[src/rtl/core/plux_pkg.sv]
`timescale 1ns / 1ps
// ----------------------------------------------------------------------------
// plux_pkg
// Shared widths, register codes, configuration bundle and table helper for the
// piecewise lux block.
// ----------------------------------------------------------------------------
package plux_pkg;

  localparam int CHANNEL_SHIFT_DEF = 10;
  localparam int RATIO_SHIFT_DEF   = 9;
  localparam int LUX_SHIFT_DEF     = 14;

  localparam int COUNT_W  = 16;
  localparam int SCALE_W  = 20;
  localparam int ENTRY_W  = 16;
  localparam int SEG_N    = 8;
  localparam int TABLE_W  = ENTRY_W * SEG_N;
  localparam int IN_W     = 2 * COUNT_W;
  localparam int LUX_W    = 29;
  localparam int APB_DW   = 64;
  localparam int APB_AW   = 6;

  localparam logic [LUX_W-1:0] SAT_LUX = 29'd65536;
  localparam logic [LUX_W-1:0] LUX_MAX = 29'd268435456;

  localparam logic [COUNT_W-1:0] CLIP_RST  = 16'd4900;
  localparam logic [SCALE_W-1:0] SCALE_RST = 20'd479600;

  localparam logic [2:0] REG_CLIP      = 3'd0;
  localparam logic [2:0] REG_SCALE     = 3'd1;
  localparam logic [2:0] REG_BP_LO     = 3'd2;
  localparam logic [2:0] REG_BP_HI     = 3'd3;
  localparam logic [2:0] REG_OFFS_LO   = 3'd4;
  localparam logic [2:0] REG_OFFS_HI   = 3'd5;
  localparam logic [2:0] REG_SLOPES_LO = 3'd6;
  localparam logic [2:0] REG_SLOPES_HI = 3'd7;

  typedef struct packed {
    logic [COUNT_W-1:0] clip;
    logic [SCALE_W-1:0] scale;
    logic [TABLE_W-1:0] bp;
    logic [TABLE_W-1:0] offs;
    logic [TABLE_W-1:0] slopes;
  } plux_cfg_t;

  // entry k of a table packed as eight 16-bit fields, entry 0 in the low bits
  function automatic logic [ENTRY_W-1:0] entry16(input logic [TABLE_W-1:0] tbl,
                                                 input logic [2:0] k);
    return tbl[{k, 4'b0000} +: ENTRY_W];
  endfunction

endpackage

[src/rtl/core/plux_scale.sv]
`timescale 1ns / 1ps
// ----------------------------------------------------------------------------
// plux_scale
// First stage: clip check and scaling of both channels by the gain factor.
// ----------------------------------------------------------------------------
module plux_scale #(
  parameter int CHANNEL_SHIFT = plux_pkg::CHANNEL_SHIFT_DEF,
  parameter int CW            = plux_pkg::COUNT_W + plux_pkg::SCALE_W - CHANNEL_SHIFT
) (
  input  logic                      clk,
  input  logic                      rst_n,
  input  logic                      en,
  input  logic                      v_in,
  input  logic [plux_pkg::IN_W-1:0] counts,
  input  plux_pkg::plux_cfg_t       cfg,
  output logic                      v_r,
  output logic                      sat_r,
  output logic [CW-1:0]             ch0_r,
  output logic [CW-1:0]             ch1_r
);
  import plux_pkg::*;

  localparam int PW = COUNT_W + SCALE_W;

  logic [COUNT_W-1:0] bb, ir;
  logic [PW-1:0]      prod0, prod1;
  logic               sat;

  assign bb    = counts[IN_W-1:COUNT_W];
  assign ir    = counts[COUNT_W-1:0];
  assign sat   = (bb > cfg.clip) || (ir > cfg.clip);
  assign prod0 = PW'(bb) * PW'(cfg.scale);
  assign prod1 = PW'(ir) * PW'(cfg.scale);

  always_ff @(posedge clk) begin
    if (!rst_n) begin
      v_r <= 1'b0;
    end else if (en) begin
      v_r <= v_in;
    end
  end

  always_ff @(posedge clk) begin
    if (en) begin
      sat_r <= sat;
      ch0_r <= prod0[PW-1:CHANNEL_SHIFT];
      ch1_r <= prod1[PW-1:CHANNEL_SHIFT];
    end
  end

endmodule

[config.mk]
export PLATFORM = sky130hd
export DESIGN_NAME = plux_scale
export DESIGN_NICKNAME = d
export VERILOG_FILES = /design/src/rtl/core/plux_pkg.sv /design/src/rtl/core/plux_scale.sv
export SDC_FILE = /design/constraint.sdc
export NUM_CORES = 2
export LEC_CHECK = 0
export BUFFER_PORTS_ARGS = -buffer_cell sky130_fd_sc_hd__buf_2
export CORE_UTILIZATION = 58
export DETAILED_ROUTE_END_ITERATION = 8
export PLACE_DENSITY_LB_ADDON = 0.08
export SYNTH_ARGS = -nofsm -noshare
export SYNTH_HDL_FRONTEND = slang
export SYNTH_SLANG_ARGS = --single-unit
[constraint.sdc]
create_clock -name clk -period 7.5 [get_ports clk]
set_input_delay 0.75 -clock clk [delete_from_list [all_inputs] [get_ports clk]]
set_output_delay 0.75 -clock clk [all_outputs]
set_load 0.05 [all_outputs]
# Yosys cells after proc, flatten, opt, wreduce, memory -nomap -nowiden
# Index checks and enable logic that the tools add are counted.
# word_totals
output_inout_bits	54
wordCells	9
in_bits	456
ff_bits	54
# classes
n_lt_le_gt_ge	2
n_reduce_logical	1
mul	2
# op_table
cell	n
$mul A16 B20 Y36	2
$gt A16 B16 Y1	2
$logic_or A1 B1 Y1	1

# Logic depth before layout (Yosys ltp)
# depth
word_depth	2
mapped_depth	23
depth_no_buf	22

# Worst setup path before layout
# No wires, ideal clock.
# synth_timing
path_kind	input to register
startpoint	input port counts[1] in the netlist's numbering
endpoint	register ch1_r[20], data pin
path_slack_ns	0.888
n_path_buf	2
setup_ns	0.135
arrival_time_ns	6.476
path_stages	21
cell_sequence	buf_2 > clkbuf_1 > nand2_1 > fa_1 > fa_1 > inv_1 > fa_1 > fa_1 > fa_1 > inv_1 > fa_1 > inv_1 > ha_1 > a41o_1 > a21oi_1 > o221ai_1 > a21o_1 > a2111o_1 > a31o_2 > a2111oi_2 > nand3b_1
# synth_between
elab_chain_len	1
# synth_rtl
item	line_no	text
start: declaration	plux_scale.sv:14	input logic [plux_pkg::IN_W-1:0] counts,
$mul A16 B20 Y36	plux_scale.sv:33	assign prod1 = PW'(ir) * PW'(cfg.scale);
net prod1[30]	plux_scale.sv:26	logic [PW-1:0] prod0, prod1;
end signal: assignment	plux_scale.sv:47	ch1_r <= prod1[PW-1:CHANNEL_SHIFT];
end: declaration	plux_scale.sv:19	output logic [CW-1:0] ch1_r
# The timed path passes the listed nets, and every way through them passes these cells.
# A chain may end at the register's enable or synchronous reset.

# Final worst setup path
# layout_timing
startpoint	input port cfg[391] in the netlist's numbering
endpoint	register ch0_r[24], data pin
# layout_between
elab_chain_len	1
# layout_rtl
item	line_no	text
start: declaration	plux_scale.sv:15	input plux_pkg::plux_cfg_t cfg,
$mul A16 B20 Y36	plux_scale.sv:32	assign prod0 = PW'(bb) * PW'(cfg.scale);
net prod0[34]	plux_scale.sv:26	
end signal: assignment	plux_scale.sv:46	ch0_r <= prod0[PW-1:CHANNEL_SHIFT];
end: declaration	plux_scale.sv:18	output logic [CW-1:0] ch0_r,
# The timed path passes the listed nets, and every way through them passes these cells.

==> results.toml <==
[outcome]
outcome = "finished, final reports clean"

[clock_network]
cts_hold_buf = 0
cts.htree.levels = 2
clkSinkCount = 54
clk_path_buf_depth = 2
clkLatencyLatePin_ns = 0.33
postCtsSetupBuffers = 0
cts_resized = 0
root_buffer = "clkbuf_16"
cts_made_buffers = 5
cts_tree = "built"
clk_pin_slew_worst_paths_ns = 0.08

[timing]
setup-tns-final_ns = 0
grt_setup_unrepaired = "no"
hold_viol_final = 0
maxSlewHeadroom_pct = 55.1
setup_viol = 0
period_needed_ns = 6.88
worst_slew_pin_slew_ns = 0.673
fmaxAchievable_mhz = 145
report.final.slew_viol_count = 0
fin_crit_sh_pct = 91.8
fin_worst_skew_ns = 0

[setup_path]
crit_slowest_cell = "fa_1"
cp-end-kind = "flop"
crit_top_cell = "fa_1"
cpPeakStageDelay_ns = 0.52
path_cells = "buf_2 -> buf_4 -> and2_1 -> fa_1 -> inv_1 -> fa_1 -> fa_1 -> inv_1 -> fa_1 -> fa_1 -> inv_1 -> fa_1 -> inv_1 -> ha_1 -> a21oi_1 -> o21bai_1 -> a221o_1 -> a21oi_1 -> o21a_1 -> a2111oi_1 -> buf_4 -> or4_1 -> o311ai_1"
worst-setup-path-type = "in2reg"
worst-path-max-fanout = 18
required_ns = 7.65
rrSetupSlack_ns = 6.91
crit_arrival_ns = 7.03
cp-start-kind = "input pin"

[detailed_routing]
routedWlPerCell_microns = 19.6
vias = 17162
via_per_inst = 5.55
wl_microns = 60800
ant_nets = 0
drt_iter0_markers = 973
first_pass_iters = 5
drc = 0

[synth]
syn_nets = 3681
yosys_warnings = 0
avgSynthCellArea_sq_um = 9.11
synth_area_sq_mm = 0.0226
synthArstFlopShare_pct = 0
synthDistinctLibCells = 61
syn_inst = 2485
seq_area_frac_synth_pct = 7.12
yosys_most_used_dff = "edfxtp_1"
synth-seq-cells = 54
synth-edff-count = 53

[place]
place.detailed.hpwl_microns = 47500
gp_congestion = 0.933
portBuffers = 125

[die]
ios = 510
start_util_pct = 58.7
dieWidth_microns = 200
core_area_sq_mm = 0.0386
die-area_sq_mm = 0.0398
rows = 72
chipHeight_microns = 200

[run]
maxCapViolations = 0

[global_route]
grt_pass1_vias = 18687
antenna_found_initial = 14
grt_pass1_wl_microns = 98800
grt_overflow = 0
grt_max_degree = 34
grt_usage_pct = 33.2

[layout]
fin_nets = 3757
drive_above_1_share_pct = 8.40
area_growth_pct = 6.83

[hold_path]
min_path_type = "reg2reg"
-- cell families (layout without fill, tap and decap cells) --
logic type | after synthesis | after routing | share of synthesized area, %
other | 0 | 14 | 0
and+or+nand+nor | 771 | 771 | 16.7
adders and majority gates | 740 | 740 | 57.4
muxes | 4 | 4 | 0.177
xor gates and xnor gates | 45 | 45 | 1.74
AOI/OAI and AO/OA | 174 | 174 | 5.31
buffers and inverters | 697 | 773 | 11.6
DFF | 54 | 54 | 7.12
-- stage by stage --
step | cells | worst slack [ns] | instance area (sq um) | util [%] | hold WS, ns
after floorplan | 2485 | 0.888 | 22600 | - | 0.743
after global placement | 3072 | 0.362 | 24000 | 62.3 | 0.501
after detailed placement | 3072 | 0.298 | 24000 | 62.3 | 0.521
after CTS | 3079 | 0.640 | 24200 | 62.7 | 0.538
after global routing | 3091 | 0.317 | 24200 | 62.7 | 0.562
final | 3093 | 0.616 | 24200 | 62.8 | 0.532
-- layout make-up --
cell class | count | area [sq um]
well taps | 518 | 648
repair buffers | 196 | 1210
diodes | 14 | 35.0
clock inverters | 1 | 7.51
inverters | 570 | 2140
fillers | 3406 | 14400
clock buffers | 6 | 129
flip-flops and latches | 54 | 1610
multi-input cells | 1734 | 18400
-- state kept, by name, indices dropped and copies added (netlist names) --
register / flops
ch1_r: 26
v_r: 1
sat_r: 1
ch0_r: 26
-- critical path: cells and delay by family --
family / cells / cell delay [ns]
buffers and inverters: 7 / 1.17
adder cells (fa/ha/maj): 7 / 3.17
AO/OA/AOI/OAI: 7 / 1.29
AND/OR/NAND/NOR: 2 / 0.64
-- routing by layer --
layer	global-route usage, %	up-vias	share of wire, %
met3	4.83	162	6.5
met2	55.5	620	49
li1	-	7585	-
met4	19.2	0	5.9
met5	0	-	0
met1	41.0	8795	38
-- layout by cell type, fill, tap and decap left out, types with 10 or more instances in the layout --
cell type and count:
nor3_1 10, diode_2 14, buf_4 67, xnor2_1 29
ha_1 242, nand2_1 383, buf_2 125, a21o_1 30
a21oi_1 54, nor2_1 31, nand3_1 14, edfxtp_1 53
inv_1 570, nand4_1 15, o21a_1 11, o21ai_0 18
xor2_1 16, fa_1 498, and2_1 280
-- final timing paths --
path	endpoint	depth (start not counted)	start
max reg2reg	v_r	2	v_r
min	v_r	2	v_r
max	ch0_r[24]	23	cfg[391]
min reg2reg	v_r	2	v_r
-- cell usage after synthesis (all sizes together), types with 6 or more instances --
cell type  count  area (sq um)
nor2          31           116
nor2b          7          43.8
nand2        383          1440
nand4         15          93.8
o21a          11          82.6
clkbuf       124           465
nor3          10          50.1
xnor2         29           254
and3           6          37.5
inv          570          2140
fa           498          9970
edfxtp        53          1590
a211oi         6          45.0
o21bai         7          52.6
ha           242          3030
xor2          16           140
a21oi         54           270
nand3         14          70.1
nand2b         7          43.8
a31oi          6          52.6
o21ai         21           105
and2         280          1750
a21o          30           225
Power is left out: the tool's default activity adds up to more than one toggle a clock period on the data nets, which glitch-free logic cannot reach.
