**config.mk**
```make
export PLATFORM = sky130hd
export DESIGN_NAME = plux_regs
export DESIGN_NICKNAME = d
export VERILOG_FILES = /design/src/rtl/core/plux_pkg.sv /design/src/rtl/core/plux_regs.sv
export SDC_FILE = /design/constraint.sdc
export NUM_CORES = 1
export LEC_CHECK = 0
export ABC_AREA = 1
export BUFFER_PORTS_ARGS = -buffer_cell sky130_fd_sc_hd__buf_4
export CAP_MARGIN = 20
export CORE_MARGIN = 3
export CORE_UTILIZATION = 35
export CTS_CLUSTER_SIZE = 20
export DETAILED_ROUTE_END_ITERATION = 16
export PLACE_DENSITY_LB_ADDON = 0.3
export SLEW_MARGIN = 10
export SYNTH_ARGS = -nofsm -noshare
export SYNTH_HDL_FRONTEND = slang
export SYNTH_SLANG_ARGS = --single-unit
```
**constraint.sdc**
```tcl
create_clock -name clk -period 1.7 [get_ports clk]
set_input_delay 0.34 -clock clk [delete_from_list [all_inputs] [get_ports clk]]
set_output_delay 0.34 -clock clk [all_outputs]
set_load 0.01 [all_outputs]
```
**src/rtl/core/plux_pkg.sv**
```systemverilog
`timescale 1ns / 1ps
// ----------------------------------------------------------------------------
// plux_pkg
// Shared widths, register codes, configuration bundle and table helper for the
// piecewise lux block.
// ----------------------------------------------------------------------------
package plux_pkg;

  localparam int CHANNEL_SHIFT_DEF = 10;
  localparam int RATIO_SHIFT_DEF   = 9;
  localparam int LUX_SHIFT_DEF     = 14;

  localparam int COUNT_W  = 16;
  localparam int SCALE_W  = 20;
  localparam int ENTRY_W  = 16;
  localparam int SEG_N    = 8;
  localparam int TABLE_W  = ENTRY_W * SEG_N;
  localparam int IN_W     = 2 * COUNT_W;
  localparam int LUX_W    = 29;
  localparam int APB_DW   = 64;
  localparam int APB_AW   = 6;

  localparam logic [LUX_W-1:0] SAT_LUX = 29'd65536;
  localparam logic [LUX_W-1:0] LUX_MAX = 29'd268435456;

  localparam logic [COUNT_W-1:0] CLIP_RST  = 16'd4900;
  localparam logic [SCALE_W-1:0] SCALE_RST = 20'd479600;

  localparam logic [2:0] REG_CLIP      = 3'd0;
  localparam logic [2:0] REG_SCALE     = 3'd1;
  localparam logic [2:0] REG_BP_LO     = 3'd2;
  localparam logic [2:0] REG_BP_HI     = 3'd3;
  localparam logic [2:0] REG_OFFS_LO   = 3'd4;
  localparam logic [2:0] REG_OFFS_HI   = 3'd5;
  localparam logic [2:0] REG_SLOPES_LO = 3'd6;
  localparam logic [2:0] REG_SLOPES_HI = 3'd7;

  typedef struct packed {
    logic [COUNT_W-1:0] clip;
    logic [SCALE_W-1:0] scale;
    logic [TABLE_W-1:0] bp;
    logic [TABLE_W-1:0] offs;
    logic [TABLE_W-1:0] slopes;
  } plux_cfg_t;

  // entry k of a table packed as eight 16-bit fields, entry 0 in the low bits
  function automatic logic [ENTRY_W-1:0] entry16(input logic [TABLE_W-1:0] tbl,
                                                 input logic [2:0] k);
    return tbl[{k, 4'b0000} +: ENTRY_W];
  endfunction

endpackage

```
**src/rtl/core/plux_regs.sv**
```systemverilog
`timescale 1ns / 1ps
// ----------------------------------------------------------------------------
// plux_regs
// APB register file holding clip level, channel scale and the segment tables.
// ----------------------------------------------------------------------------
module plux_regs (
  input  logic                        clk,
  input  logic                        rst_n,
  input  logic                        psel,
  input  logic                        penable,
  input  logic                        pwrite,
  input  logic [plux_pkg::APB_AW-1:0] paddr,
  input  logic [plux_pkg::APB_DW-1:0] pwdata,
  output logic [plux_pkg::APB_DW-1:0] prdata,
  output logic                        pready,
  output plux_pkg::plux_cfg_t         cfg
);
  import plux_pkg::*;

  logic [COUNT_W-1:0] clip_r;
  logic [SCALE_W-1:0] scale_r;
  logic [APB_DW-1:0]  bp_lo_r, bp_hi_r, offs_lo_r, offs_hi_r, slopes_lo_r, slopes_hi_r;
  logic [2:0]         idx;
  logic               wr_en;

  assign idx    = paddr[APB_AW-1:3];
  assign wr_en  = psel && penable && pwrite;
  assign pready = 1'b1;

  always_ff @(posedge clk) begin
    if (!rst_n) begin
      clip_r      <= CLIP_RST;
      scale_r     <= SCALE_RST;
      bp_lo_r     <= '0;
      bp_hi_r     <= '0;
      offs_lo_r   <= '0;
      offs_hi_r   <= '0;
      slopes_lo_r <= '0;
      slopes_hi_r <= '0;
    end else if (wr_en) begin
      case (idx)
        REG_CLIP:      clip_r      <= pwdata[COUNT_W-1:0];
        REG_SCALE:     scale_r     <= pwdata[SCALE_W-1:0];
        REG_BP_LO:     bp_lo_r     <= pwdata;
        REG_BP_HI:     bp_hi_r     <= pwdata;
        REG_OFFS_LO:   offs_lo_r   <= pwdata;
        REG_OFFS_HI:   offs_hi_r   <= pwdata;
        REG_SLOPES_LO: slopes_lo_r <= pwdata;
        REG_SLOPES_HI: slopes_hi_r <= pwdata;
        default: ;
      endcase
    end
  end

  always_comb begin
    case (idx)
      REG_CLIP:      prdata = {{(APB_DW-COUNT_W){1'b0}}, clip_r};
      REG_SCALE:     prdata = {{(APB_DW-SCALE_W){1'b0}}, scale_r};
      REG_BP_LO:     prdata = bp_lo_r;
      REG_BP_HI:     prdata = bp_hi_r;
      REG_OFFS_LO:   prdata = offs_lo_r;
      REG_OFFS_HI:   prdata = offs_hi_r;
      REG_SLOPES_LO: prdata = slopes_lo_r;
      REG_SLOPES_HI: prdata = slopes_hi_r;
      default:       prdata = '0;
    endcase
  end

  assign cfg.clip   = clip_r;
  assign cfg.scale  = scale_r;
  assign cfg.bp     = {bp_hi_r, bp_lo_r};
  assign cfg.offs   = {offs_hi_r, offs_lo_r};
  assign cfg.slopes = {slopes_hi_r, slopes_lo_r};

endmodule

```
## After elaboration in Yosys (flattened, before gate mapping)

Index checks and enable logic that the tools add are counted.

| operators by class | value |
|---|---|
| equal/unequal tests | 7 |
| mux-type cells | 1 |
| reduce and logical (&&, ||, !) cells | 11 |

Operator list:

| cell | number |
|---|---|
| case mux 64 bit (8 select lines) | 1 |
| AND reduction 2 bit | 8 |
| equality test 3 bit (second input constant) | 4 |
| equality test 3 x 2 -> 1 bit (second input constant) | 2 |
| equality test 3 x 1 -> 1 bit (second input constant) | 1 |
| logical NOT 3 bit | 1 |
| logical AND 1 bit | 2 |

| storage, ports and cells | value |
|---|---|
| register bits | 420 |
| input port bits | 75 |
| output and inout port bits | 485 |
| word-level logic and storage cells | 27 |

## Logic depth before layout (Yosys ltp)

| depth | value |
|---|---|
| depth after elaboration | 3 |
| gate-level depth with buffers | 10 |

## Least setup slack after synthesis

Ideal clock, no wire load.

| path | value |
|---|---|
| path type | input port to output port |
| start point | in paddr[5] (netlist name) |
| end point | out prdata[18] (netlist name) |
| arrival time | 1.389 ns |
| data required time | 1.360 ns |
| slack | -0.029 ns |
| cell stages on the path | 10 |
| buffers on the path | 3 |
| path through | buf_2 inv_2 nand3_1 buf_2 inv_2 buf_2 nand2_1 nand2_1 nor2_1 nand2_1 |

| between the ends | value |
|---|---|
| word-level cells in the longest chain between the ends | 2 |
| elaborated cells on any way between the ends | 9 |

RTL lines:

| item | RTL line | source |
|---|---|---|
| start, declared | plux_regs.sv:12 | `input logic [plux_pkg::APB_AW-1:0] paddr,` |
| equality test 3 bit (tied with other cells) | plux_regs.sv:56 | `case (idx)` |
| case mux 64 bit (8 select lines) (*) | plux_regs.sv:56 |  |
| end, declared | plux_regs.sv:14 | `output logic [plux_pkg::APB_DW-1:0] prdata,` |

Mark *: on every way between the ends. The rest lies on a longest branch, timed or not.

## Final worst setup path

| path | value |
|---|---|
| start point | in paddr[5] (netlist name) |
| end point | out prdata[8] (netlist name) |

The elaborated chain is that of the path after synthesis.

==> key figures <==
Outcome
  – Status: complete, but fails checks
  – Failing checks: negative setup slack

Routing
  – TritonRoute pass-1 iters: 5
  – Vias per cell: 5.62
  – Detailed Route Iter0 Violations: 2,664
  – Drc violations: 0
  – DR WL/cell: 23.8 µm
  – Final antenna-violating net count: 0
  – Vias: 23,400
  – WL final: 99,100 µm

Layout
  – Area delta synth->final: 60.4%
  – Final nets: 3,518
  – Layout cell share with drive strength beyond 1: 0.406
  – Fin area: 30,200 µm²
  – Fillers: 4,748

Yosys
  – Seq/Total Area, Yosys: 0.447
  – Post-synth cell types: 22
  – Synth top area cells: dfxtp_1, nor2_1, nor3_1
  – FF+latch count, synth: 420
  – Mean area per synthesized cell: 6.83 µm²
  – Number of synthesis warnings: 0
  – Top cell type's share of synthesized area: 0.447
  – Syn nets: 2,832
  – Synth area leader: dfxtp_1
  – Synthesized area: 18,800 µm²
  – Post-synthesis cell count: 2,757

STA
  – Fin. Hold Viols: 0
  – Setup WS post-layout: -0.233 ns
  – Final Cycle Share: 1.14
  – RSZ-0062 raised after global routing: true
  – Worst hold margin: 0.0330 ns
  – Final min period: 1.93 ns
  – Worst Skew: 0 ns
  – Endpoints failing setup: 64
  – Max Clock Freq: 517 MHz
  – Max-slew violation count: 0

Critical path
  – FF-to-FF Start: bp_lo_r[11]
  – Startpoint types: input port
  – Setup crit end kind: output port
  – Family with the most delay on the worst path: buffers and inverters
  – CP max stage cell: buf_4
  – Worst R2R Path Depth: 4
  – Worst EP required: 1.36 ns
  – Cell mode on critical path: buf_6
  – Reg2reg end: bp_lo_r[11]
  – CP arrival: 1.59 ns
  – Worst path cell trace: buf_12 -> clkinv_8 -> buf_12 -> buf_6 -> buf_6 -> nand4_1 -> nand2_1 -> nor2_1 -> buf_4 -> nand3_2 -> buf_6
  – CP bufs+invs: 7
  – Critical path's largest stage delay: 0.19 ns
  – Worst-path fanout max: 7
  – Reg2reg setup slack: 0.76 ns
  – CP Launch Point: paddr[5]
  – Critical path type: input port to output port

Placed design
  – Routability cong.: 0.956
  – Half-perimeter wire length after placement: 62,100 µm
  – Port-buffer cells: 555
  – Placed cell area: 24,800 µm²

Clocking
  – Clock slew at the register clock pins of the worst setup and hold paths: 0.06 ns
  – CTS tree: yes
  – Clock Path Buffers: 3
  – CTS buffer count: 46
  – Root Buffer: clkbuf_16
  – H-tree Lvls: 2
  – Worst skew pair latency: 0.58 ns
  – Clock Sinks: 420
  – Cts hold-fix bufs: 0

Min path
  – Worst Hold Path EP: bp_hi_r[53]
  – Hold Path Class: input port to flip-flop
  – Hold path cells: 3
  – Min-delay src: pwdata[53]

Floorplanning
  – Initial Util: 0.356
  – Die Area: 56,600 µm²
  – Die Span X: 238 µm
  – I/O Pins: 560
  – Height of the die: 238 µm
  – Rows: 84
  – Core area: 52,900 µm²

Power
  – Leakage power: 13.7 nW
  – Worst IR Drop VDD: 729 µV
  – Power Density: 767 nW/µm²

Global route
  – Antenna violations before repair: 0
  – Vias in the first global route: 21,200
  – Largest net degree at the start of global routing: 78
  – Total global-route track usage: 0.322
  – Global-route wire length before repair: 140,000 µm
  – Global route overflow: 0

Run
  – Max-Cap Viols: 0
[synthesized netlist by cell type, drive strengths merged]
cell         number
clkbuf          150
inv             146
nand3            71
dfxtp           420
conb              1
nand4           129
nor2            669
dlygate4sd2       2
nand2           257
buf             105
a22oi            11
o21ai           443
nor3            320
a21oi            33
[how the worst max path moves through the flow]
stage	to	slack (ns)	depth (start not counted)
final	prdata[8]	-0.23	11
after global routing	prdata[5]	-0.27	6
after global placement	prdata[33]	-0.34	8
after detailed placement	prdata[33]	-0.34	8
after floorplan	prdata[39]	-0.02	7
after CTS	prdata[5]	-0.21	6
[registers in the layout, summed over array words and instances (netlist names)]
register and flops:
slopes_lo_r 64, bp_hi_r 64, clip_r 16, offs_lo_r 64, slopes_hi_r 64, offs_hi_r 64, scale_r 20, bp_lo_r 64
[timing repair]
action | in CTS | in global routing
gates resized for setup | 400 | 300
pin swaps | 129 | 146
gates cloned | 19 | 11
endpoints found under the setup margin | 64 | 64
hold endpoints to repair | 0 | 0
buffers inserted | 92 | 58
[power by group]
| group | internal (mW) | leakage, nW | switching, mW |
|---|---|---|---|
| logic | 1.12 | 9.47 | 1.62 |
| clock network | 5.88 | 0.754 | 4.45 |
| registers | 9.96 | 3.47 | 0.123 |
| total | 17.0 | 13.7 | 6.19 |
[routing by layer]
metal	GRT usage	routed length [µm]	up-vias
li1	-	-	10600
met1	0.419	37900	10900
met2	0.511	45200	1605
met3	0.0754	10900	315
met4	0.145	4960	0
met5	0	0	-
[placed cells by master, fill, tap and decap left out, drive strengths merged]
| cell type | Yosys | routed |
|---|---|---|
| nor3 | 320 | 320 |
| nor2 | 669 | 669 |
| o21ai | 443 | 443 |
| dfxtp | 420 | 420 |
| clkinv | 0 | 19 |
| nand2 | 257 | 257 |
| inv | 146 | 146 |
| a22oi | 11 | 11 |
| bufinv | 0 | 4 |
| clkbuf | 150 | 69 |
| nand4 | 129 | 129 |
| bufbuf | 0 | 4 |
| buf | 105 | 881 |
| conb | 1 | 1 |
| diode | 0 | 1 |
| clkinvlp | 0 | 3 |
| a21oi | 33 | 33 |
| nand3 | 71 | 71 |
[layout make-up]
type / count / area, µm² / area share
Timing Repair Buffer: 895 / 8550 / 0.283
Inverter: 146 / 598 / 0.0198
Antenna cell: 1 / 2.50 / 0.0000829
Multi-Input combinational cell: 1934 / 10000 / 0.332
Clock buffer: 59 / 1260 / 0.0417
Clock inverter: 26 / 260 / 0.00862
Sequential cell: 420 / 8630 / 0.286
Tap cell: 688 / 861 / 0.0285
[through the flow]
step	worst slack [ns]	std cells	total power [mW]	utilization	TNS [ns]
final	-0.233	4169	23.2	0.571	-7.84
after global routing	-0.270	4168	23.7	0.571	-10.65
after CTS	-0.214	4109	22.9	0.543	-7.16
after detailed placement	-0.335	3914	12.4	0.469	-57.61
after global placement	-0.337	3914	12.4	0.469	-52.41
after floorplan	-0.0222	2757	11.2	-	-0.680
[worst min-delay path, cell delays in order]
cell and delay, ns:
buf_4 0.12, nor3_1 0.05, nor2_1 0.08
[kinds of logic (layout without fill, tap and decap cells)]
group | count (synthesis) | in the layout | share of synthesized area
simple gates | 1446 | 1446 | 0.334
compound gates | 487 | 487 | 0.131
flops | 420 | 420 | 0.447
buf+inv | 403 | 1126 | 0.0876
other cells | 1 | 2 | 0.000199
(Power assumes the default switching activity.)
