[src/rtl/core/plux_pkg.sv]
`timescale 1ns / 1ps
// ----------------------------------------------------------------------------
// plux_pkg
// Shared widths, register codes, configuration bundle and table helper for the
// piecewise lux block.
// ----------------------------------------------------------------------------
package plux_pkg;

  localparam int CHANNEL_SHIFT_DEF = 10;
  localparam int RATIO_SHIFT_DEF   = 9;
  localparam int LUX_SHIFT_DEF     = 14;

  localparam int COUNT_W  = 16;
  localparam int SCALE_W  = 20;
  localparam int ENTRY_W  = 16;
  localparam int SEG_N    = 8;
  localparam int TABLE_W  = ENTRY_W * SEG_N;
  localparam int IN_W     = 2 * COUNT_W;
  localparam int LUX_W    = 29;
  localparam int APB_DW   = 64;
  localparam int APB_AW   = 6;

  localparam logic [LUX_W-1:0] SAT_LUX = 29'd65536;
  localparam logic [LUX_W-1:0] LUX_MAX = 29'd268435456;

  localparam logic [COUNT_W-1:0] CLIP_RST  = 16'd4900;
  localparam logic [SCALE_W-1:0] SCALE_RST = 20'd479600;

  localparam logic [2:0] REG_CLIP      = 3'd0;
  localparam logic [2:0] REG_SCALE     = 3'd1;
  localparam logic [2:0] REG_BP_LO     = 3'd2;
  localparam logic [2:0] REG_BP_HI     = 3'd3;
  localparam logic [2:0] REG_OFFS_LO   = 3'd4;
  localparam logic [2:0] REG_OFFS_HI   = 3'd5;
  localparam logic [2:0] REG_SLOPES_LO = 3'd6;
  localparam logic [2:0] REG_SLOPES_HI = 3'd7;

  typedef struct packed {
    logic [COUNT_W-1:0] clip;
    logic [SCALE_W-1:0] scale;
    logic [TABLE_W-1:0] bp;
    logic [TABLE_W-1:0] offs;
    logic [TABLE_W-1:0] slopes;
  } plux_cfg_t;

  // entry k of a table packed as eight 16-bit fields, entry 0 in the low bits
  function automatic logic [ENTRY_W-1:0] entry16(input logic [TABLE_W-1:0] tbl,
                                                 input logic [2:0] k);
    return tbl[{k, 4'b0000} +: ENTRY_W];
  endfunction

endpackage

[src/rtl/core/plux_div.sv]
`timescale 1ns / 1ps
// ----------------------------------------------------------------------------
// plux_div
// Pipelined restoring divider, one quotient bit per stage, forming
// (ch1 << (RATIO_SHIFT+1)) / ch0 while carrying the channel values along.
// ----------------------------------------------------------------------------
module plux_div #(
  parameter int CW          = 26,
  parameter int RATIO_SHIFT = plux_pkg::RATIO_SHIFT_DEF,
  parameter int NW          = CW + RATIO_SHIFT + 1
) (
  input  logic          clk,
  input  logic          rst_n,
  input  logic          en,
  input  logic          v_in,
  input  logic          sat_in,
  input  logic [CW-1:0] ch0_in,
  input  logic [CW-1:0] ch1_in,
  output logic          v_out,
  output logic          sat_out,
  output logic [CW-1:0] ch0_out,
  output logic [CW-1:0] ch1_out,
  output logic [NW-1:0] quot_out
);

  logic          v_r     [NW];
  logic          sat_r   [NW];
  logic [CW-1:0] ch0_r   [NW];
  logic [CW-1:0] ch1_r   [NW];
  logic [CW-1:0] rem_r   [NW];
  logic [NW-1:0] q_r     [NW];
  logic          v_nxt   [NW];
  logic          sat_nxt [NW];
  logic [CW-1:0] ch0_nxt [NW];
  logic [CW-1:0] ch1_nxt [NW];
  logic [CW-1:0] rem_nxt [NW];
  logic [NW-1:0] q_nxt   [NW];

  always_comb begin
    logic [CW-1:0] pc0, pc1, prem;
    logic [NW-1:0] pq, num;
    logic [CW:0]   rsh, rsub;
    logic          take;
    for (int s = 0; s < NW; s++) begin
      if (s == 0) begin
        v_nxt[s]   = v_in;
        sat_nxt[s] = sat_in;
        pc0        = ch0_in;
        pc1        = ch1_in;
        prem       = '0;
        pq         = '0;
      end else begin
        v_nxt[s]   = v_r[s-1];
        sat_nxt[s] = sat_r[s-1];
        pc0        = ch0_r[s-1];
        pc1        = ch1_r[s-1];
        prem       = rem_r[s-1];
        pq         = q_r[s-1];
      end
      num  = {pc1, {(RATIO_SHIFT+1){1'b0}}};
      // bring down the next numerator bit, msb first
      rsh  = {prem, num[NW-1-s]};
      take = rsh >= {1'b0, pc0};
      rsub = rsh - {1'b0, pc0};
      ch0_nxt[s] = pc0;
      ch1_nxt[s] = pc1;
      rem_nxt[s] = take ? rsub[CW-1:0] : rsh[CW-1:0];
      q_nxt[s]   = {pq[NW-2:0], take};
    end
  end

  always_ff @(posedge clk) begin
    if (!rst_n) begin
      for (int s = 0; s < NW; s++) begin
        v_r[s] <= 1'b0;
      end
    end else if (en) begin
      v_r <= v_nxt;
    end
  end

  always_ff @(posedge clk) begin
    if (en) begin
      sat_r <= sat_nxt;
      ch0_r <= ch0_nxt;
      ch1_r <= ch1_nxt;
      rem_r <= rem_nxt;
      q_r   <= q_nxt;
    end
  end

  assign v_out    = v_r[NW-1];
  assign sat_out  = sat_r[NW-1];
  assign ch0_out  = ch0_r[NW-1];
  assign ch1_out  = ch1_r[NW-1];
  assign quot_out = q_r[NW-1];

endmodule

[config.mk]
export PLATFORM = sky130hd
export DESIGN_NAME = plux_div
export DESIGN_NICKNAME = d
export VERILOG_FILES = /design/src/rtl/core/plux_pkg.sv /design/src/rtl/core/plux_div.sv
export SDC_FILE = /design/constraint.sdc
export NUM_CORES = 2
export LEC_CHECK = 0
export BUFFER_PORTS_ARGS = -buffer_cell sky130_fd_sc_hd__buf_2
export CORE_ASPECT_RATIO = 1.2
export CORE_MARGIN = 2
export CORE_UTILIZATION = 29
export DETAILED_ROUTE_END_ITERATION = 8
export PLACE_DENSITY_LB_ADDON = 0.2
export SLEW_MARGIN = 20
export SYNTH_ARGS = -nofsm -noshare
export SYNTH_HDL_FRONTEND = slang
export SYNTH_SLANG_ARGS = --single-unit
[constraint.sdc]
create_clock -name clk -period 4.2 [get_ports clk]
set_input_delay 0.42 -clock clk [delete_from_list [all_inputs] [get_ports clk]]
set_output_delay 0.42 -clock clk [all_outputs]
set_load 0.01 [all_outputs]
Word-level counts from Yosys, hierarchy flattened:

Cells that the tools add are included.

* flip-flop bits (word level): 3520
* input bits: 57
* output and inout bits: 90
* logic and storage cells: 331

* add/sub/neg operators: 35
* $lt $le $gt $ge: 36
* mux-type cells: 35

Operators by type and width (count)
* $ge 27x26->1: 35
* $mux 26: 34
* $sub 26x26->26: 34
* $ge 1x26->1: 1
* $sub 1x26->26: 1
* $mux 1: 1

Longest topological paths before layout:

* depth after elaboration: 2
* mapped depth: 15
* gate-level depth less buffers: 14

Worst setup path after synthesis:

No wires, ideal clock.

* path kind: register to register
* start point: register rem_r[104] (netlist bit)
* end point: register rem_r[100] (netlist bit) (data pin)
* setup time: 0.260 ns
* arrival time: 3.365 ns
* required time: 3.940 ns
* path slack: 0.576 ns
* stages on the path, launching flop included: 13
* path buffers: 1
* period minus slack after synthesis: 3.624 ns
* cell sequence: edfxtp_1 > ha_1 > nor2b_1 > o21ai_1 > a21boi_0 > o31ai_1 > a21oi_1 > o21ai_2 > o21ai_2 > a221o_1 > a2111oi_4 > buf_6 > mux2_2

RTL lines
* start, declared: RTL line plux_div.sv:30 `logic [CW-1:0] rem_r [NW];`
* start signal, assigned: RTL line plux_div.sv:87 `rem_r <= rem_nxt;`

==> impl_results.md <==
- Max Clock Skew: 0.115 ns
- Worst Setup EP: rem_r[476]
- Sw Ratio: between 30% and 40%
- Setup CP Type: reg -> reg
- Clock Power Share: 24.7%
- Via Count: 93000
- Pin count of the biggest net entering global routing: 101
- CP arrival: 4.66 ns
- Clk_lat worst skew: 1.02 ns
- Gate power share: 37.2%
- Flop pwr share: 38.1%
- Clk sink count: 3520
- R2R Setup Slk: 0.19 ns
- Number of synthesized flops with an enable pin: 3484
- Final worst-path cycle share: a little over nine tenths
- Die H: 824 um
- Cell Area, Synth: 163000 um2
- Cell taking the most area after synthesis: edfxtp_1
- Layout cell share with drive strength beyond 1: 11.5%
- Min-delay worst type: in -> reg
- Power Density: 737 nW/um2
- Clock transition at path regs: 0.06 ns
- Psw: 47.4 mW
- Share of the synthesized area in the top cell type: between 60 and 70%
- Total Wirelength: 372 mm
- Reg2reg end: rem_r[476]
- Startpoint Class: flip-flop
- Max-slew headroom: 27.1%
- Simple-Gate Fraction of Synth Area: under 10%
- Layout area overhead: 15.6%
- Yosys warning count: 0
- Final hold violation count: 0
- Sequential area share after synthesis: 64.8%
- FFs w/ async S/R, synth: 0%
- Peak VDD IR: 0.378 mV
- Top FF cell, synth: edfxtp_1
- FMAX: 0.249 GHz
- CTS root buf: clkbuf_16
- Post-route DRC violation count: 0
- R2r startpoint: rem_r[505]
- WP data required: about 4.9 ns
- Core Box Area: 559000 um2
- Starting Density: 29.1%
- Synth unique cells: 89
- Layout Nets: 13700
- Seq cells post-synth: 3520
- Post-synthesis mux area share: ~3.6%
- Worst setup startpoint: rem_r[505]
- First-pass GRT wire length: ~570 mm
- Post-synthesis compound-gate area fraction: 10.6%
- Chip width: 688 um
- Crit path time final: 4.01 ns
- Total global routing overflow: 0
- # Max-Cap Violations: 0
- Cells on worst reg2reg path: 11
- Largest family of logic cells by synthesized area: compound AO/OA/AOI/OAI gates
- Final GP Congestion: around 0.84
- P_leak: between 70 and 80 nW
- Status: finished clean
- P_int: 91.1 mW
- Total GRT Usage: between 10% and 20%
- Min setup slack post-route: 0.185 ns
- Die area: roughly 570000 um2
- Synth Area in XOR/XNOR: under 10%
- Final setup violation count: 0
- Clock tree buffer depth: 4
- Final Max Tran Viols: 0
- Vias in the first global route: 95400
- Detailed Routing Iterations Pass 1: 7
- Worst-path maximum fanout: 18
- Synth Area in Adders: 7.43%
- CTS tree: built
- # IOs: 147
- CP Capture Type: flip-flop
- CTS Buf Count: 392
- DRT antenna net count: 0
- Pre-CTS setup slack: 0.112 ns
- Actual slew at the worst max-slew pin: between 1 and 1.5 ns
- Initial antenna violation count: 3
- Post-detail-place hpwl: 270 mm
- Synthesized area per cell: 13.5 um2
- Largest cells by area after synthesis: edfxtp_1 (64%), ha_1 (7.0%), mux2_2 (3.0%)
- Routed length per placed instance: approximately 18 um
- TNS Setup: 0 ns
- RSZ-0062 raised after global routing: false
- H-tree Lvls: 5
- I/O Buffers: 146
- Avg Vias per Cell: 4.55
- # rows: 301
- DR iter-0 viols: 5436
- Syn nets: 13100
- Hold path startpoint: en
- Syn Inst Count: 12100
sequential cells by signal, indices dropped and copies added (netlist names):
register / flops
ch0_nxt: 910
ch1_nxt: 910
rem_r: 910
q_nxt: 630
quot_out: 36
sat_nxt: 35
v_nxt: 35
ch0_out: 26
ch1_out: 26
sat_out: 1
v_out: 1
cells in the final DEF (no fill, tap or decap), types with 48 or more instances in the layout:
| master | instances |
|---|---|
| clkbuf_16 | 398 |
| clkbuf_1 | 66 |
| ha_1 | 911 |
| nand3_1 | 161 |
| edfxtp_1 | 3484 |
| mux2i_1 | 67 |
| xor2_1 | 277 |
| o31ai_1 | 48 |
| buf_2 | 145 |
| inv_1 | 1152 |
| clkinv_2 | 57 |
| nand2_1 | 586 |
| xnor2_1 | 451 |
| nor3_1 | 130 |
| nor2_1 | 642 |
| a211oi_1 | 69 |
| buf_4 | 188 |
| nor2b_1 | 155 |
| a21oi_1 | 916 |
| o21a_1 | 127 |
| clkinv_1 | 97 |
| nand4_1 | 139 |
| and3_1 | 75 |
| o21bai_1 | 119 |
| nand2b_1 | 91 |
| a31oi_1 | 77 |
| a21o_1 | 421 |
| mux2_2 | 438 |
| dlygate4sd3_1 | 56 |
| o21ai_0 | 592 |
| buf_12 | 68 |
what timing repair did:
item,in CTS,in global routing
setup endpoints to repair,0,21
resized for setup,0,4
buffers inserted,0,0
hold buffers,56,0
hold endpoints to repair,108,0
through the flow:
stage | instance area (um2) | total power [mW] | cells | util (%) | hold slack, ns
after floorplan | 163000 | 88.9 | 12100 | - | 0.400
after global placement | 175000 | 105 | 19700 | 31.2 | 0.400
after detailed placement | 175000 | 105 | 19700 | 31.2 | 0.405
after CTS | 188000 | 140 | 20400 | 33.6 | 0.00299
after global routing | 188000 | 148 | 20400 | 33.6 | 0.0717
final | 188000 | 139 | 20400 | 33.6 | 0.0821
power groups by stage:
stage	Clock [mW]	Sequential, mW	Combinational (mW)
global route	36.9	53.4	57.6
floorplan	0	50.8	38.1
global placement	0	53.8	51.3
finish	34.3	52.8	51.5
CTS	35.7	53.0	51.8
detailed placement	0	53.6	51.3
per-layer routing:
| metal | part of all wire (%) | vias to the layer above | global-route usage, % |
|---|---|---|---|
| met1 | 41 | 45100 | 15.2 |
| met4 | 3.3 | 0 | 4.13 |
| li1 | - | 46100 | - |
| met2 | 52 | 1264 | 23.9 |
| met5 | 0 | - | 0 |
| met3 | 3.0 | 544 | 1.64 |
Yosys cell counts (49+ instances only):
cell type,n
a211oi_1,69
a21o_1,421
a21oi_1,919
a31oi_1,81
and3_1,75
clkbuf_1,178
edfxtp_1,3484
ha_1,911
inv_1,1152
mux2_2,438
mux2i_1,67
nand2_1,586
nand2b_1,91
nand3_1,161
nand4_1,139
nor2_1,642
nor2b_1,155
nor3_1,130
o21a_1,127
o21ai_0,593
o21bai_1,119
o31ai_1,49
xnor2_1,451
xor2_1,277
kinds of logic after synthesis:
logic type | after synthesis
flops | 3520
compound gates | 2748
simple gates | 2202
buf+inv | 1379
fa+ha+maj | 945
xor+xnor | 728
mux | 532
worst min path at each step:
stage,to,slack (ns),cells after the start
floorplan,ch1_nxt[0],0.40,0
global placement,ch1_nxt[467],0.40,0
detailed placement,ch1_nxt[100],0.40,0
CTS,ch1_nxt[907],0.003,2
global route,ch1_nxt[905],0.07,2
finish,ch0_nxt[20],0.08,2
cell type report:
cell class | instances | area [um2]
fillers | 55100 | 371000
repair buffers | 457 | 4060
flip-flops and latches | 3520 | 105000
multi-input cells | 7156 | 52200
well taps | 7423 | 9290
diodes | 2 | 5.00
clock inverters | 254 | 2520
clock buffers | 464 | 10200
inverters | 1152 | 4320
worst max-delay path: stages, from the launching register on:
cell and delay [ns]:
edfxtp_1 0.40, ha_1 0.43, a21o_1 0.21, a21o_1 0.17
a32o_1 0.21, a311oi_1 0.47, a2111oi_0 0.22, o22a_1 0.30
o31a_1 0.39, o32ai_4 0.39, buf_4 0.33, o21ai_0 0.14
Power figures use the tool's default switching activity.
