<file path="config.mk">
export PLATFORM = sky130hd
export DESIGN_NAME = plux_lux
export DESIGN_NICKNAME = d
export VERILOG_FILES = /design/src/rtl/core/plux_pkg.sv /design/src/rtl/core/plux_lux.sv
export SDC_FILE = /design/constraint.sdc
export NUM_CORES = 2
export LEC_CHECK = 0
export BUFFER_PORTS_ARGS = -buffer_cell sky130_fd_sc_hd__buf_2
export CORE_ASPECT_RATIO = 0.8
export CORE_UTILIZATION = 40
export DETAILED_ROUTE_END_ITERATION = 7
export PLACE_DENSITY_LB_ADDON = 0.2
export SLEW_MARGIN = 20
export SYNTH_ARGS = -nofsm -noshare
export SYNTH_HDL_FRONTEND = slang
export SYNTH_SLANG_ARGS = --single-unit
</file>
<file path="constraint.sdc">
create_clock -name clk -period 17.5 [get_ports clk]
set_input_delay 3.5 -clock clk [delete_from_list [all_inputs] [get_ports clk]]
set_output_delay 3.5 -clock clk [all_outputs]
set_load 0.005 [all_outputs]
</file>
<file path="src/rtl/core/plux_pkg.sv">
`timescale 1ns / 1ps
// ----------------------------------------------------------------------------
// plux_pkg
// Shared widths, register codes, configuration bundle and table helper for the
// piecewise lux block.
// ----------------------------------------------------------------------------
package plux_pkg;

  localparam int CHANNEL_SHIFT_DEF = 10;
  localparam int RATIO_SHIFT_DEF   = 9;
  localparam int LUX_SHIFT_DEF     = 14;

  localparam int COUNT_W  = 16;
  localparam int SCALE_W  = 20;
  localparam int ENTRY_W  = 16;
  localparam int SEG_N    = 8;
  localparam int TABLE_W  = ENTRY_W * SEG_N;
  localparam int IN_W     = 2 * COUNT_W;
  localparam int LUX_W    = 29;
  localparam int APB_DW   = 64;
  localparam int APB_AW   = 6;

  localparam logic [LUX_W-1:0] SAT_LUX = 29'd65536;
  localparam logic [LUX_W-1:0] LUX_MAX = 29'd268435456;

  localparam logic [COUNT_W-1:0] CLIP_RST  = 16'd4900;
  localparam logic [SCALE_W-1:0] SCALE_RST = 20'd479600;

  localparam logic [2:0] REG_CLIP      = 3'd0;
  localparam logic [2:0] REG_SCALE     = 3'd1;
  localparam logic [2:0] REG_BP_LO     = 3'd2;
  localparam logic [2:0] REG_BP_HI     = 3'd3;
  localparam logic [2:0] REG_OFFS_LO   = 3'd4;
  localparam logic [2:0] REG_OFFS_HI   = 3'd5;
  localparam logic [2:0] REG_SLOPES_LO = 3'd6;
  localparam logic [2:0] REG_SLOPES_HI = 3'd7;

  typedef struct packed {
    logic [COUNT_W-1:0] clip;
    logic [SCALE_W-1:0] scale;
    logic [TABLE_W-1:0] bp;
    logic [TABLE_W-1:0] offs;
    logic [TABLE_W-1:0] slopes;
  } plux_cfg_t;

  // entry k of a table packed as eight 16-bit fields, entry 0 in the low bits
  function automatic logic [ENTRY_W-1:0] entry16(input logic [TABLE_W-1:0] tbl,
                                                 input logic [2:0] k);
    return tbl[{k, 4'b0000} +: ENTRY_W];
  endfunction

endpackage

</file>
<file path="src/rtl/core/plux_lux.sv">
`timescale 1ns / 1ps
// ----------------------------------------------------------------------------
// plux_lux
// Back end: ratio rounding and segment pick, coefficient multiply,
// clamped difference, then rounding shift into the output register.
// ----------------------------------------------------------------------------
module plux_lux #(
  parameter int CW        = 26,
  parameter int NW        = 36,
  parameter int LUX_SHIFT = plux_pkg::LUX_SHIFT_DEF
) (
  input  logic                       clk,
  input  logic                       rst_n,
  input  logic                       en,
  input  logic                       v_in,
  input  logic                       sat_in,
  input  logic [CW-1:0]              ch0_in,
  input  logic [CW-1:0]              ch1_in,
  input  logic [NW-1:0]              quot_in,
  input  plux_pkg::plux_cfg_t        cfg,
  output logic                       out_valid,
  output logic [plux_pkg::LUX_W-1:0] out_lux,
  output logic                       out_saturated
);
  import plux_pkg::*;

  localparam int PW = CW + ENTRY_W;
  localparam int SW = PW + 1 - LUX_SHIFT;
  localparam int MW = (SW > LUX_W) ? SW : LUX_W;
  localparam logic [PW:0] HALF = {{PW{1'b0}}, 1'b1} << (LUX_SHIFT - 1);

  // stage a: segment select
  logic [NW-1:0]      qz;
  logic [NW:0]        qinc;
  logic [NW-1:0]      ratio;
  logic [2:0]         seg;
  logic               va_r, sata_r;
  logic [CW-1:0]      ch0a_r, ch1a_r;
  logic [ENTRY_W-1:0] off_r, slope_r;

  assign qz    = (ch0_in == '0) ? '0 : quot_in;
  assign qinc  = {1'b0, qz} + {{NW{1'b0}}, 1'b1};
  assign ratio = qinc[NW:1];

  always_comb begin
    seg = 3'd7;
    for (int k = SEG_N - 2; k >= 0; k--) begin
      if (ratio <= {{(NW-ENTRY_W){1'b0}}, entry16(cfg.bp, 3'(k))}) begin
        seg = 3'(k);
      end
    end
  end

  // stage b: coefficient products
  logic          vb_r, satb_r;
  logic [PW-1:0] a_r, b_r;

  // stage c: clamped difference
  logic          vc_r, satc_r;
  logic [PW-1:0] diff_r;

  // stage d: rounding shift and saturation
  logic [PW:0]        rnd;
  logic [SW-1:0]      shifted;
  logic [MW-1:0]      sh_ext;
  logic [LUX_W-1:0]   lux_val;

  assign rnd     = {1'b0, diff_r} + HALF;
  assign shifted = rnd[PW:LUX_SHIFT];
  assign sh_ext  = MW'(shifted);
  assign lux_val = (sh_ext > MW'(LUX_MAX)) ? LUX_MAX : sh_ext[LUX_W-1:0];

  always_ff @(posedge clk) begin
    if (!rst_n) begin
      va_r      <= 1'b0;
      vb_r      <= 1'b0;
      vc_r      <= 1'b0;
      out_valid <= 1'b0;
    end else if (en) begin
      va_r      <= v_in;
      vb_r      <= va_r;
      vc_r      <= vb_r;
      out_valid <= vc_r;
    end
  end

  always_ff @(posedge clk) begin
    if (en) begin
      sata_r        <= sat_in;
      ch0a_r        <= ch0_in;
      ch1a_r        <= ch1_in;
      off_r         <= entry16(cfg.offs, seg);
      slope_r       <= entry16(cfg.slopes, seg);
      satb_r        <= sata_r;
      a_r           <= PW'(ch0a_r) * PW'(off_r);
      b_r           <= PW'(ch1a_r) * PW'(slope_r);
      satc_r        <= satb_r;
      diff_r        <= (a_r > b_r) ? (a_r - b_r) : '0;
      out_saturated <= satc_r;
      out_lux       <= satc_r ? SAT_LUX : lux_val;
    end
  end

endmodule

</file>
# Word level (Yosys, flattened, before mapping)

Index checks and enable logic that the tools add are counted.

Add/sub/neg operators: 3
Multiply operators: 2
Divide/modulo/power cells: 0
Magnitude comparators: 9
Equality and inequality tests: 0
Shifts and indexed selects: 2
Muxes and demuxes: 9
Bitwise logic cells: 0
Reduce and logical (&&, ||, !) cells: 2

Operators with widths:

| cell                   | number |
|---|---|
| $shiftx 128x8->16      | 2 |
| $le 36x16->1           | 7 |
| $mul 26x16->42         | 2 |
| $add 42x14->43 const B | 1 |
| $gt 42x42->1           | 1 |
| $sub 42x42->42         | 1 |
| $add 36x1->37 const B  | 1 |
| $mux 36                | 1 |
| $gt 29x29->1 const B   | 1 |
| $mux 29                | 1 |
| $logic_not 26->1       | 1 |
| $mux 3                 | 6 |
| $reduce_or 2->1        | 1 |
| $mux 1                 | 1 |

Bits in registers: 247
Latch bits: 0
Bits in writable memories: 0
ROM bits: 0
Input bits: 513
Output and inout bits: 31
Logic and storage cells: 44
Memories: 0

# Logic depth before layout (Yosys ltp)

Word-level depth: 12
Depth in mapped cells: 26
Gate-level depth less buffers: 25

# Least setup slack after synthesis

No wires, ideal clock.

Kind: input port to flip-flop
Start point: in ch0_in[15]
End point: reg off_r[13] (data pin)
Library setup time: 0.255 ns
Arrival: 7.837 ns
Data required time: 17.245 ns
Path slack: 9.408 ns
Stages on the path: 24
Path buffers: 3
Path through: nor4_1 and3_2 nand2_1 and2_1 ha_1 buf_4 and4_2 nand4_1 xor2_1 nor2_1 ha_1 a21o_1 a21o_1 a21o_1 a211o_1 o211ai_1 a31oi_1 a21oi_1 or2_1 buf_4 buf_6 mux2i_1 nand2_1 and3_1

Longest elaborated chain between the ends: 12
Elaborated cells on any way between the ends: 18

Ends and longest elaborated chain:

| what                 | line           | text |
|---|---|---|
| start, declared      | plux_lux.sv:17 | `input logic [CW-1:0] ch0_in,` |
| $logic_not 26->1 *   | plux_lux.sv:41 | `assign qz = (ch0_in == '0) ? '0 : quot_in;` |
| $mux 36 *            | plux_lux.sv:41 |  |
| $add 36x1->37 *      | plux_lux.sv:42 | `assign qinc = {1'b0, qz} + {{NW{1'b0}}, 1'b1};` |
| $le 36x16->1         | plux_lux.sv:48 | `if (ratio <= {{(NW-ENTRY_W){1'b0}}, entry16(cfg.bp, 3'(k))}) begin` |
| $mux 1               | plux_lux.sv:48 |  |
| $mux 3 (5 in a row)  | plux_lux.sv:48 |  |
| $mux 3 *             | plux_lux.sv:48 |  |
| $shiftx 128x8->16 *  | plux_pkg.sv:49 | `return tbl[{k, 4'b0000} +: ENTRY_W];` |
| end signal, assigned | plux_lux.sv:92 | `off_r <= entry16(cfg.offs, seg);` |
| end, declared        | plux_lux.sv:39 | `logic [ENTRY_W-1:0] off_r, slope_r;` |

Every way passes the cells marked *; elsewhere a longest branch is shown, timed or not.
A chain may end at the register's enable or synchronous reset.

# Worst setup path in the final report

Start point: in ch0_in[18]
End point: reg off_r[9] (data pin)

The elaborated chain is that of the path after synthesis.

==> flow_metrics.env <==
export IMPL_synth_top_area_share_pct=32.01
export IMPL_cts_setup_buffers=0
export IMPL_max_clock_freq_ghz=0.1071
export IMPL_dr_pass1_iters=5
export IMPL_worst_pin_slew_ns=1.068
export IMPL_grt_max_degree=94
export IMPL_wire_per_inst_um=18.95
export IMPL_ant_nets=0
export IMPL_fillCellCount=10330
export IMPL_critPathLaunchType="input pin"
export IMPL_cts_buffers=30
export IMPL_viasPerCell=5.125
export IMPL_ys_warn_count=0
export IMPL_synth_cell_area_mm2=0.04177
export IMPL_synthCells=4653
export IMPL_clock_sinks=234
export IMPL_synth_seq_area_share_pct=16.73
export IMPL_grt_pass1_wl_um=195400
export IMPL_antenna_found_initial=37
export IMPL_grtUsageTotal_pct=23.75
export IMPL_finalHoldViolCount=0
export IMPL_worst_setup_path_type="in2reg"
export IMPL_timing_slew_headroom_pct=28.54
export IMPL_clk_pin_slew_worst_paths_ns=0.06
export IMPL_drc=0
export IMPL_yosysTopAreaCell="fa_1"
export IMPL_syn_nets=6218
export IMPL_die_w_um=363.3
export IMPL_vias=33280
export IMPL_setup_tns_ns=0
export IMPL_startpoint="ch0_in[18]"
export IMPL_placedCellCount=6417
export IMPL_ios=544
export IMPL_finalSetupViolCount=0
export IMPL_drv_slew=0
export IMPL_rsz0062_at_grt="no"
export IMPL_multiInputGateArea_mm2=0.03045
export IMPL_place_congestion=0.9907
export IMPL_fin_skew_ns=0.03749
export IMPL_root_buffer="clkbuf_16"
export IMPL_cp_end_kind="flip-flop"
export IMPL_cts_hold_buf=0
export IMPL_r2r_start="ch1a_r[7]"
export IMPL_cts_repair_resize_count=0
export IMPL_drive_gt1_share_pct=12.67
export IMPL_synth_avg_cell_area_um2=8.978
export IMPL_min_from="satb_r"
export IMPL_finalWirelength_um=123000
export IMPL_io_buffers=491
export IMPL_drt_iter0_drc=2055
export IMPL_synth_edf_count=230
export IMPL_status="completed"
export IMPL_drv_cap=0
export IMPL_synth_cell_types=90
export IMPL_required_ns=17.89
export IMPL_min_period_over_period_pct=53.37
export IMPL_layout_min_cycle_time_ns=9.340
export IMPL_ys_top_cells_by_count="inv_1, nand2_1, fa_1"
export IMPL_rows=105
export IMPL_crit_path_max_fanout=55
export IMPL_grt_pass1_vias=34550
export IMPL_crit_arrival_ns=9.73
export IMPL_clock_path_buffers=3
export IMPL_core_area_mm2=0.1030
export IMPL_final_nets=6623
export IMPL_synth_seq_cells=234
export IMPL_clk_latency_ns=0.64
export IMPL_dp_hpwl_um=97110
export IMPL_ys_top_cells_by_area="fa_1, edfxtp_1, ha_1, inv_1, nand2_1"
export IMPL_syn_to_final_growth_pct=11.94
export IMPL_die_h_um=291.0
export IMPL_synth_most_common_cell="inv_1"
export IMPL_grt_overflow=0
export IMPL_synth_main_ff_cell="edfxtp_1"
export IMPL_seq_area_mm2=0.006987
export IMPL_start_util_pct=40.56
export IMPL_cts_htree_levels=1
export IMPL_hold_class="reg2reg"
export IMPL_async_flop_share_pct=0
export IMPL_dieArea_mm2=0.1057
export IMPL_stdcell_count=6493
export IMPL_cts_tree="yes"
-- flip-flops by register name (all words and copies together) (netlist names), 16 cells and up --
register  flops
b_r          42
diff_r       29
a_r          42
ch1a_r       26
out_lux      29
off_r        16
ch0a_r       26
slope_r      16
-- worst max-delay path, stage by stage --
cell,delay [ns]
buf_2,0.11
nor4_2,0.37
and3_2,0.33
nand2_1,0.24
and2_1,0.25
ha_1,0.33
and4_2,0.29
nand4_1,0.11
xor2_1,0.15
nor2_1,0.06
buf_4,0.22
ha_1,0.29
a21o_1,0.19
a21o_1,0.17
a21o_1,0.19
a211o_1,0.27
o211ai_1,0.50
a31oi_1,0.11
a21oi_1,0.33
or2_4,0.28
buf_4,0.63
mux2i_1,0.41
nand2_1,0.08
and3_1,0.19
-- worst paths after layout --
| check | slack, ns | cells past startpoint | to |
|---|---|---|---|
| max | 8.16 | 24 | off_r[9] |
| max reg2reg | 9.14 | 22 | b_r[39] |
| min reg2reg | 0.42 | 0 | satc_r |
| min | 0.42 | 0 | satc_r |
-- metrics by stage --
step                setup WS, ns  utilization, %  cell area, µm²  hold slack, ns
finish                     8.160           45.40           46760          0.4202
detailed placement         7.544           44.40           45730          0.4079
CTS                        8.213           45.34           46700          0.4232
floorplan                  9.408               -           41770          0.4003
global route               7.844           45.39           46750          0.4237
global placement           7.555           44.40           45730          0.4062
-- cell type report --
class                           count  share of cell area (%)
Sequential cell                   234                   14.94
Timing Repair Buffer              546                   6.160
Antenna cell                       21                  0.1124
Multi-Input combinational cell   3270                   65.13
Clock inverter                     20                  0.3773
Clock buffer                       35                   1.691
Inverter                          976                   7.864
Tap cell                         1391                   3.722
-- cell families (layout without fill, tap and decap cells) --
| logic type | Yosys count | after routing | share of synthesized area (%) |
|---|---|---|---|
| simple gates | 1550 | 1550 | 17.73 |
| buf+inv | 1149 | 1577 | 10.50 |
| fa+ha+maj | 1052 | 1052 | 43.52 |
| compound gates | 496 | 496 | 7.794 |
| flops | 234 | 234 | 16.73 |
| xor+xnor | 133 | 133 | 2.789 |
| mux | 39 | 39 | 0.9375 |
| other cells | 0 | 21 | 0 |
-- layer usage --
metal / up-vias / track usage, % / wire length [µm]
li1: 15450 / - / -
met1: 16580 / 33.07 / 54900
met2: 1045 / 38.39 / 56470
met3: 177 / 3.966 / 8440
met4: 22 / 5.804 / 3082
met5: - / 0 / 142
-- layout by cell type (no fill, tap or decap), drive strengths merged, types with 18 or more instances in the layout --
cell    netlist  final
nand3        64     64
a21oi       103    103
nor2b        28     28
fa          668    668
mux2i        38     38
nand4        44     44
xor2         52     52
edfxtp      230    230
and2        296    296
clkbuf      151     35
a31oi        44     44
and3         56     56
nor2        241    241
ha          384    384
a211oi       21     21
nand2       709    709
diode         0     21
buf          21    546
a21o         59     59
o211ai       18     18
inv         975    977
o22ai        34     34
o21a         30     30
xnor2        81     81
nor3         30     30
o21ai       102    102
Power is not shown: default switching activity piles up to over one toggle a cycle in this logic, so the estimate is an artifact.
